--- src/hw/rtl/xtea_ctr_stream_cipher_assert.svh ---
// assertion macros shared by the xtea counter-mode cipher rtl
`ifndef XTEA_CTR_STREAM_CIPHER_ASSERT_SVH
`define XTEA_CTR_STREAM_CIPHER_ASSERT_SVH

`ifndef ASSERT_OFF

// plain property check, disabled during reset
`define XCS_ASSERT(lbl, clk, rst_n, prop) \
	lbl: assert property (@(posedge clk) disable iff (!rst_n) (prop)) \
		else $error("assertion failed");

// same-cycle implication
`define XCS_ASSERT_IMPL(lbl, clk, rst_n, ante, cons) \
	lbl: assert property (@(posedge clk) disable iff (!rst_n) (ante) |-> (cons)) \
		else $error("implication failed");

// next-cycle implication
`define XCS_ASSERT_NEXT(lbl, clk, rst_n, ante, cons) \
	lbl: assert property (@(posedge clk) disable iff (!rst_n) (ante) |=> (cons)) \
		else $error("next-cycle implication failed");

`else

`define XCS_ASSERT(lbl, clk, rst_n, prop)
`define XCS_ASSERT_IMPL(lbl, clk, rst_n, ante, cons)
`define XCS_ASSERT_NEXT(lbl, clk, rst_n, ante, cons)

`endif

`endif

--- src/hw/rtl/xtea_pkg.sv ---
// shared types, constants and helper functions of the xtea counter-mode cipher
`timescale 1ns / 1ps
`default_nettype none

package xtea_pkg;

	localparam int ROUNDS = 32;
	localparam int CELLS = 2 * ROUNDS;
	localparam logic [31:0] XTEA_DELTA = 32'h9E37_79B9;
	localparam logic [3:0] MAX_BYTES = 4'd8;

	// one item as it moves down the row of half-round cells
	typedef struct packed {
		logic [31:0] x;
		logic [31:0] y;
		logic [63:0] data;
		logic [3:0] count;
	} lane_t;

	// round sum seen by a given half-round cell
	function automatic logic [31:0] cell_acc(input int idx);
		logic [31:0] n;
		n = 32'((idx >> 1) + (idx & 1));
		return n * XTEA_DELTA;
	endfunction

	// key word select for a given half-round cell
	function automatic logic [1:0] cell_sel(input int idx);
		logic [31:0] acc;
		acc = cell_acc(idx);
		return ((idx & 1) != 0) ? acc[12:11] : acc[1:0];
	endfunction

	// byte mask for a saturated count of 0..8
	function automatic logic [63:0] byte_mask(input logic [3:0] count);
		logic [63:0] m;
		for (int i = 0; i < 8; i++) begin
			m[8*i +: 8] = (4'(i) < count) ? 8'hFF : 8'h00;
		end
		return m;
	endfunction

endpackage

`default_nettype wire

--- src/hw/rtl/xtea_cell.sv ---
// one xtea half-round cell with its own pipeline register and handshake
`timescale 1ns / 1ps
`default_nettype none

module xtea_cell import xtea_pkg::*; (
	input  wire logic        clk,
	input  wire logic        arst_n,
	input  wire logic [31:0] subkey,
	input  wire logic        up_valid,
	output logic             up_ready,
	input  wire lane_t       up_lane,
	output logic             dn_valid,
	input  wire logic        dn_ready,
	output lane_t            dn_lane
);

	logic        vld_s1;
	lane_t       lane_s1;
	logic [31:0] mix;
	logic [31:0] x_new;

	// x += (((y << 4) ^ (y >> 5)) + y) ^ subkey, then swap halves
	always_comb begin
		mix = ((up_lane.y << 4) ^ (up_lane.y >> 5)) + up_lane.y;
		x_new = up_lane.x + (mix ^ subkey);
	end

	assign up_ready = !vld_s1 || dn_ready;

	always_ff @(posedge clk or negedge arst_n) begin
		if (!arst_n) begin
			vld_s1 <= 1'b0;
		end else if (up_ready) begin
			vld_s1 <= up_valid;
		end
	end

	always_ff @(posedge clk) begin
		if (up_ready && up_valid) begin
			lane_s1.x <= up_lane.y;
			lane_s1.y <= x_new;
			lane_s1.data <= up_lane.data;
			lane_s1.count <= up_lane.count;
		end
	end

	assign dn_valid = vld_s1;
	assign dn_lane = lane_s1;

endmodule

`default_nettype wire

--- config.mk ---
export PLATFORM = sky130hd
export DESIGN_NAME = xtea_cell
export DESIGN_NICKNAME = d
export VERILOG_FILES = /design/src/hw/rtl/xtea_ctr_stream_cipher_assert.svh /design/src/hw/rtl/xtea_pkg.sv /design/src/hw/rtl/xtea_cell.sv
export SDC_FILE = /design/constraint.sdc
export NUM_CORES = 1
export LEC_CHECK = 0
export BUFFER_PORTS_ARGS = -buffer_cell sky130_fd_sc_hd__buf_2
export CELL_PAD_IN_SITES_DETAIL_PLACEMENT = 0
export CELL_PAD_IN_SITES_GLOBAL_PLACEMENT = 1
export CORE_UTILIZATION = 41
export CTS_CLUSTER_SIZE = 10
export DETAILED_ROUTE_END_ITERATION = 8
export PLACE_DENSITY_LB_ADDON = 0.1
export SLEW_MARGIN = 20
export SYNTH_ARGS = -nofsm -noshare
export SYNTH_HDL_FRONTEND = slang
export SYNTH_SLANG_ARGS = --single-unit
export TNS_END_PERCENT = 20
--- constraint.sdc ---
create_clock -name clk -period 10.44 [get_ports clk]
set_clock_uncertainty 0.1 [all_clocks]
set_input_delay 0 -clock clk [delete_from_list [all_inputs] [get_ports clk]]
set_output_delay 0 -clock clk [all_outputs]
set_load 0.02 [all_outputs]
==> Word level (Yosys, flattened, before mapping) <==
Index checks and enable logic that the tools add are counted.
{ "totals": {"ff_bits": 133, "inputBits": 168, "elab_cells": 12} }
{ "classes": {"addsub": 2, "n_reduce_logical": 3, "bitwise_logic": 2} }
{ "op_table": {"columns": ["op", "n"], "rows": [
  ["adder 32 bit", 2],
  ["XOR 32 x 27 -> 32 bit", 1],
  ["XOR 32 bit", 1],
  ["logical AND 1 bit", 1],
  ["logical NOT 1 bit", 1],
  ["logical OR 1 bit", 1]
]} }

==> Depth between registers and ports, before layout <==
Gate-level depths: netlist (run 1).
{ "logic_depth": {"ltp_word": 4, "mapped_depth": 22, "ltp_nobuf": 22} }

==> Worst setup path after synthesis (run 1) <==
Ideal clock, no wire load.
{ "synth_timing": {"path_type": "register to register", "start": "register vld_s1 (netlist: dn_valid)", "end": "register lane_s1, in the netlist dn_lane[0], enable pin", "t_required_ns": 9.834, "n_path_buf": 0, "setup_slack_ns": 6.058, "arrival_ns": 3.775, "stages_incl_launch_ff": 3, "setup_time_ns": 0.506, "cell_sequence": "dfrtp_1 > nand2b_1 > and2_1"} }
{ "synth_between": {"elab_chain_len": 3} }
{ "synth_rtl": {"columns": ["element", "line", "text"], "rows": [
  ["from (decl)", "xtea_cell.sv:17", "logic vld_s1;"],
  ["from (signal assigned)", "xtea_cell.sv:34", "vld_s1 <= up_valid;"],
  ["logical NOT 1 bit", "xtea_cell.sv:28", "assign up_ready = !vld_s1 || dn_ready;"],
  ["logical OR 1 bit", "xtea_cell.sv:28", null],
  ["via up_ready", "xtea_cell.sv:10", "output logic up_ready,"],
  ["logical AND 1 bit", "xtea_cell.sv:39", "if (up_ready && up_valid) begin"],
  ["to (decl)", "xtea_cell.sv:18", "lane_t lane_s1;"]
]} }
The timed path passes the listed nets, and every way through them passes these cells.
A chain may end at the register's enable or synchronous reset.

==> Worst setup path after layout (run 1) <==
{ "layout_timing": {"start": "input up_lane[81] (netlist name)", "end": "register lane_s1, in the netlist dn_lane[98], data pin"} }
{ "layout_between": {"elab_chain_len": 4} }
{ "layout_rtl": {"columns": ["element", "line", "text"], "rows": [
  ["from (decl)", "xtea_cell.sv:11", "input wire lane_t up_lane,"],
  ["XOR 32 x 27 -> 32 bit", "xtea_cell.sv:24", "mix = ((up_lane.y << 4) ^ (up_lane.y >> 5)) + up_lane.y;"],
  ["adder 32 bit (*)", "xtea_cell.sv:24", null],
  ["XOR 32 bit (*)", "xtea_cell.sv:25", "x_new = up_lane.x + (mix ^ subkey);"],
  ["adder 32 bit (*)", "xtea_cell.sv:25", null],
  ["via x_new[30]", "xtea_cell.sv:20", "logic [31:0] x_new;"]
]} }
The timed path passes the listed nets; every way through them passes the cells marked *.

==> summary.txt, run 1 <==
Run status
  • Status: completed

Critical path
  • CP delay by family, top: compound AO/OA/AOI/OAI gates
  • Crit path kind: in2reg
  • Critical Path, Cell by Cell: dlygate4sd3_1 -> buf_2 -> xor2_1 -> ha_1 -> o21a_1 -> nor2_1 -> nor2_1 -> a221o_1 -> a41o_2 -> a21bo_2 -> a21o_1 -> a21oi_1 -> xnor2_1 -> ha_1 -> and4_1 -> a221o_1 -> a211o_1 -> o211ai_1 -> nand3_1 -> a31oi_1 -> o21ai_0 -> xor2_1
  • Worst path depth: 22
  • Worst Path Arrival: 5.13 ns
  • Sum of buffers and inverters on the critical path: 2
  • Crit Path Max Fanout: 5
  • CP startpoint kind: input port
  • Required time worst endpoint: 10.50 ns
  • Worst setup EP type: flop
  • Worst reg-to-reg path cell count: 3
  • Crit-path slowest cell: dlygate4sd3_1
  • Crit path largest cell delay: 0.53 ns

Layout
  • Layout Cells excl Fill: 1309
  • NumNets Final: 1301
  • Commonest cells after routing, fill and taps aside: buf_2, edfxtp_1, dlygate4sd3_1, ha_1, xnor2_1
  • Layout area overhead: 45.16%
  • Leading cell type in the layout, fill and taps excluded: buf_2
  • Layout cells sized above 1: 32.74%

Timing
  • Fin crit share: 48.61%
  • Final setup violation count: 0
  • WHS: 0.01551 ns
  • Final Max Slew Viols: 0
  • Final hold violation count: 0
  • Unrepaired setup endpoints after global routing: no
  • Worst-margin pin slew: 0.9954 ns
  • FMAX: 197.1 MHz
  • Rel. slew slack: 33.64%
  • Crit path time final: 5.075 ns
  • Final setup TNS: 0 ns

Die
  • Die Area: 19450 um^2
  • Initial core utilization: 42.41%
  • Die Wd: 139.5 um
  • Core area: 18270 um^2
  • DIE HEIGHT: 139.5 um
  • Io pins: 302
  • Row cnt: 49

GRT
  • GRT overflow: 0
  • Vias in the first global route: 6835
  • Largest net degree at the start of global routing: 76
  • Grt peak-use layer: met2
  • M2 GR Usage: 41.05%
  • Global-route wire length before repair: 36160 um
  • Initial antenna violation count: 6
  • Gr usage total: 24.21%
  • Met3 usage: 5.162%
  • Met1 usage: 30.34%

Placement
  • Placer congestion estimate: 0.9360
  • DP HPWL: 17130 um
  • Port bufs: 301
  • Dpl cells: 1157

CTS
  • Sink Count: 133
  • CTS tree: done
  • Clock transition at path regs: 0.08 ns
  • H-tree levels: 4
  • Worst skew pair latency: 0.41 ns
  • CTS root buf: clkbuf_16
  • Post-cts gate resize count: 0
  • Max Buffers Root-to-Sink: 2
  • Inserted Clock Buffers: 17

Yosys
  • Post-synth EDFFs: 132
  • Main flop type after synthesis: edfxtp_1
  • Ys async rst share: 0.7519%
  • Synth warn: 0
  • Avg Inst Size Synth: 12.24 um^2
  • #FFs+latches synth: 133
  • Synth top area share: 51.15%
  • Post-Syn Nets: 872
  • Post-synthesis sequential area ratio: 51.48%
  • Synth area leader: edfxtp_1
  • Synth cell types: 57
  • Top cells by area, synth: edfxtp_1, ha_1, xnor2_1
  • Mapped cell area: 7749 um^2
  • Cells after Synth: 633

Pwr
  • Leak pwr: 4.997 nW
  • Pwr Density: 191.6 nW/um^2
  • Peak VDD IR: 0.1178 mV

Detailed routing
  • WL/cell: 17.89 um
  • Drt pass-1 iters: 5
  • Routed vias: 6701
  • DRC: 0
  • DR vias/cell: 5.119
  • ANT nets after route: 0
  • Final WL: 23420 um
  • Number of DRC markers in iteration 0: 318

Flow run
  • Max_cap viols: 0

Min path
  • Worst Hold Class: in2reg
  • Cells on Worst Hold Path: 3
layout make-up:
class                   count  area [um^2]
diodes                      5        12.51
multi-input cells         478         3671
clock buffers              18        439.2
inverters                  15        56.30
well taps                 229        286.5
fillers                  1512         7022
clock inverters            14        128.9
flip-flops and latches    133         3989
repair buffers            417         2665
repair_timing:
item / in CTS / in global routing
hold buffers: 115 / 0
setup buffers: 0 / 0
endpoints found under the hold margin: 113 / 0
flip-flops by register name, summed over array words and instances, names as in the netlist:
| register | flops |
|---|---|
| dn_valid | 1 |
| dn_lane | 132 |
worst reg2reg max path, cell delays in order (launching register included):
cell      delay [ns]
dfrtp_1         0.38
nand2b_1        0.12
and2_4          0.63
buf_4           0.91
layer usage:
metal / wire (um) / part of all wire [%]
met1: 9996 / 43
met2: 11520 / 49
met3: 1470 / 6.3
met4: 417 / 1.8
met5: 13 / 0.056
cell usage after synthesis, types with 4 or more instances:
master and count:
o2111ai_1 4, nor2_1 28, a31oi_1 6, a21oi_1 46
o21ai_0 25, nand4_1 8, and2_1 6, or2_2 6
nor3_1 10, clkbuf_1 4, edfxtp_1 132, nor2b_1 6
or3_1 4, inv_1 15, nand2_1 28, xnor2_1 57
nand3_1 18, xor2_1 54, a21o_1 35, ha_1 69
and3_1 5, nor3b_1 4, nand2b_1 6, o21a_1 7
power by group:
| group | internal, W | switching [W] |
|---|---|---|
| logic | 0.000365 | 0.000498 |
| registers | 0.000688 | 0.0000148 |
| clock network | 0.000321 | 0.000268 |
cells by family (layout without fill, tap and decap cells):
kind of cell / count (synthesis) / in the layout / share of synthesized area, %
buffers and inverters: 22 / 464 / 1.179
xor gates and xnor gates: 111 / 111 / 12.55
other: 0 / 5 / 0
DFF: 133 / 133 / 51.48
adders and majority gates: 71 / 71 / 11.66
and+or+nand+nor: 136 / 136 / 8.914
AOI/OAI and AO/OA: 160 / 160 / 14.23
worst paths after layout:
path                       slack, ns                     end            startpoint
max                             5.37   dn_lane[98]$_DFFE_PP_           up_lane[81]
min reg2reg                     0.97   dn_lane[48]$_DFFE_PP_  dn_valid$_DFFE_PN0N_
max reg2reg                     7.85  dn_lane[125]$_DFFE_PP_  dn_valid$_DFFE_PN0N_
max in group asynchronous       9.81    dn_valid$_DFFE_PN0N_                arst_n
min                             0.02   dn_lane[69]$_DFFE_PP_             subkey[1]
min in group asynchronous       0.32    dn_valid$_DFFE_PN0N_                arst_n
metrics by stage:
stage	util [%]	worst slack [ns]	instance area [um^2]	power [W]
global route	61.57	4.992	11250	0.002278
detailed placement	52.09	5.538	9517	0.001536
finish	61.57	5.365	11250	0.002155
global placement	52.09	5.729	9517	0.001525
CTS	61.50	5.422	11240	0.002166
floorplan	-	6.058	7749	0.001311
No activity file was read; power rests on OpenSTA's default activity.
==> run 2, diff against run 1 <==
Settings changed: CORE_UTILIZATION 41 to 38.
Clock period 10.44 ns to 5.2 ns, I/O delays scaled along.
==> run 2 against run 1 <==
Compared with the run above:
- sequential share of layout area decreased by 0.19 points
- combinational power grew 100%
- largest cell class unchanged
- critical path depth is 1 lower
- critical path type unchanged
- hold slack gained 0.0038 ns
- first-iteration DRC count shrank 22%
==> summary.txt, run 2 (synthesized netlist as in run 1, its figures left out) <==
Pwr
  • Peak VDD IR: 0.2606 mV
  • Leak pwr: 5.005 nW
  • Pwr Density: 383.3 nW/um^2

Timing
  • Rel. slew slack: 29.34%
  • WHS: 0.01931 ns
  • Crit path time final: 4.948 ns
  • Final hold violation count: 0
  • FMAX: 202.1 MHz
  • Worst-margin pin slew: 1.060 ns
  • Final Max Slew Viols: 0
  • Final setup violation count: 0
  • Final setup TNS: 0 ns
  • Unrepaired setup endpoints after global routing: no
  • Fin crit share: 95.15%

Layout
  • Leading cell type in the layout, fill and taps excluded: buf_2
  • NumNets Final: 1302
  • Commonest cells after routing, fill and taps aside: buf_2, edfxtp_1, dlygate4sd3_1, ha_1, xnor2_1
  • Number of flip-flops in the largest register: 132
  • Layout area overhead: 45.94%
  • Layout cells sized above 1: 32.90%
  • Layout Cells excl Fill: 1342
  • Fill count: 1688

Critical path
  • Crit path largest cell delay: 0.54 ns
  • Worst Path Arrival: 5.01 ns
  • CP startpoint kind: input port
  • CP delay by family, top: compound AO/OA/AOI/OAI gates
  • Crit Path Max Fanout: 7
  • Required time worst endpoint: 5.27 ns
  • Worst setup EP type: flop
  • Crit-path slowest cell: dlygate4sd3_1
  • Sum of buffers and inverters on the critical path: 2
  • Critical Path, Cell by Cell: dlygate4sd3_1 -> buf_2 -> xor2_1 -> ha_1 -> a211oi_2 -> nand2_1 -> a221o_1 -> a41o_2 -> a21bo_2 -> a21o_1 -> a21oi_1 -> xnor2_1 -> ha_1 -> and4_1 -> a221o_1 -> a211o_1 -> o211ai_1 -> nand3_1 -> a41o_1 -> a21oi_1 -> xnor2_1
  • Crit path kind: in2reg

CTS
  • Worst skew pair latency: 0.42 ns
  • CTS tree: done
  • Clock transition at path regs: 0.07 ns
  • H-tree levels: 4
  • Inserted Clock Buffers: 17
  • Sink Count: 133
  • CTS root buf: clkbuf_16
  • Setup bufs post-CTS: 0
  • Max Buffers Root-to-Sink: 2

Flow run
  • Max_cap viols: 0

Die
  • Die Area: 20970 um^2
  • Initial core utilization: 39.30%
  • Die Wd: 144.8 um
  • DIE HEIGHT: 144.8 um
  • Core area: 19720 um^2
  • Io pins: 302
  • Row cnt: 51

Detailed routing
  • Number of DRC markers in iteration 0: 249
  • Drt pass-1 iters: 5
  • Final WL: 22820 um
  • DR vias/cell: 4.906
  • WL/cell: 17.00 um
  • Routed vias: 6584
  • ANT nets after route: 0
  • DRC: 0

GRT
  • Initial antenna violation count: 0
  • Vias in the first global route: 6556
  • Global-route wire length before repair: 34090 um
  • M2 GR Usage: 36.51%
  • Gr usage total: 21.76%
  • Largest net degree at the start of global routing: 78
  • Met3 usage: 4.903%
  • GRT overflow: 0
  • Met1 usage: 27.20%
  • Grt peak-use layer: met2

Placement
  • Placer congestion estimate: 0.9183
  • DP HPWL: 17220 um
  • Dpl cells: 1193
  • Port bufs: 301

Run status
  • Status: completed

Min path
  • Worst Hold Class: in2reg
## run 2: cell count changes in the layout (fill, tap and decap cells not counted)
cell and delta:
a31oi_1 -1, a31oi_2 +1, clkinv_4 -1, clkinvlp_4 +1, diode_2 -4, dlygate4sd3_1 +1
inv_6 -1, inv_8 +1, o41ai_1 -1, o41ai_2 +1
## run 2: worst paths after layout
path	start	endpoint	slack [ns]	cells after the start
worst max-delay path	up_lane[80]	dn_lane[96]$_DFFE_PP_	0.25	21
worst min-delay path	subkey[1]	dn_lane[69]$_DFFE_PP_	0.02	3
worst max register to register	dn_valid$_DFFE_PN0N_	dn_lane[56]$_DFFE_PP_	2.64	3
worst min register to register	dn_valid$_DFFE_PN0N_	dn_valid$_DFFE_PN0N_	0.97	3
max in group asynchronous	arst_n	dn_valid$_DFFE_PN0N_	4.60	3
min in group asynchronous	arst_n	dn_valid$_DFFE_PN0N_	0.30	3
## run 2: timing repair
action	CTS	global route
resized for setup	0	2
endpoints found under the hold margin	113	0
endpoints found under the setup margin	0	3
hold buffers	116	0
## run 2: power by group
group | internal, W | switching (W) | leakage (nW)
registers | 0.00138 | 0.0000273 | 1.27
clock network | 0.000646 | 0.000543 | 0.276
logic | 0.000739 | 0.00100 | 3.46
total | 0.00276 | 0.00157 | 5.01
## run 2: area by class of cell
cell class / count / area, um^2 / area share, %
clock buffers: 18 / 439.2 / 3.884
well taps: 265 / 331.6 / 2.932
inverters: 15 / 56.30 / 0.4979
diodes: 1 / 2.502 / 0.02213
repair buffers: 418 / 2675 / 23.66
clock inverters: 14 / 130.1 / 1.151
flip-flops and latches: 133 / 3989 / 35.27
multi-input cells: 478 / 3685 / 32.58
## run 2: worst min-delay path, delay by kind of cell
family	cells	cell delay, ns
adder cells (fa/ha/maj)	1	0.18
buffers and inverters	1	0.09
XOR/XNOR	1	0.16
## run 2: routing by layer
metal,wire (um),part of all wire (%),vias up
met1,9985,44,3064
met3,1503,6.6,26
met2,10980,48,229
met4,350,1.5,0
met5,0,0,-
li1,-,-,3265
## run 2: through the flow
| stage | instance area (um^2) | setup slack, ns | total power [W] | util [%] |
|---|---|---|---|---|
| after floorplan | 7749 | 0.8184 | 0.002633 | - |
| after detailed placement | 9562 | 0.3670 | 0.003089 | 48.49 |
| after CTS | 11290 | 0.2476 | 0.004360 | 57.27 |
| after global placement | 9562 | 0.4824 | 0.003082 | 48.49 |
| after global routing | 11310 | 0.0006866 | 0.004589 | 57.34 |
| final | 11310 | 0.2522 | 0.004335 | 57.35 |
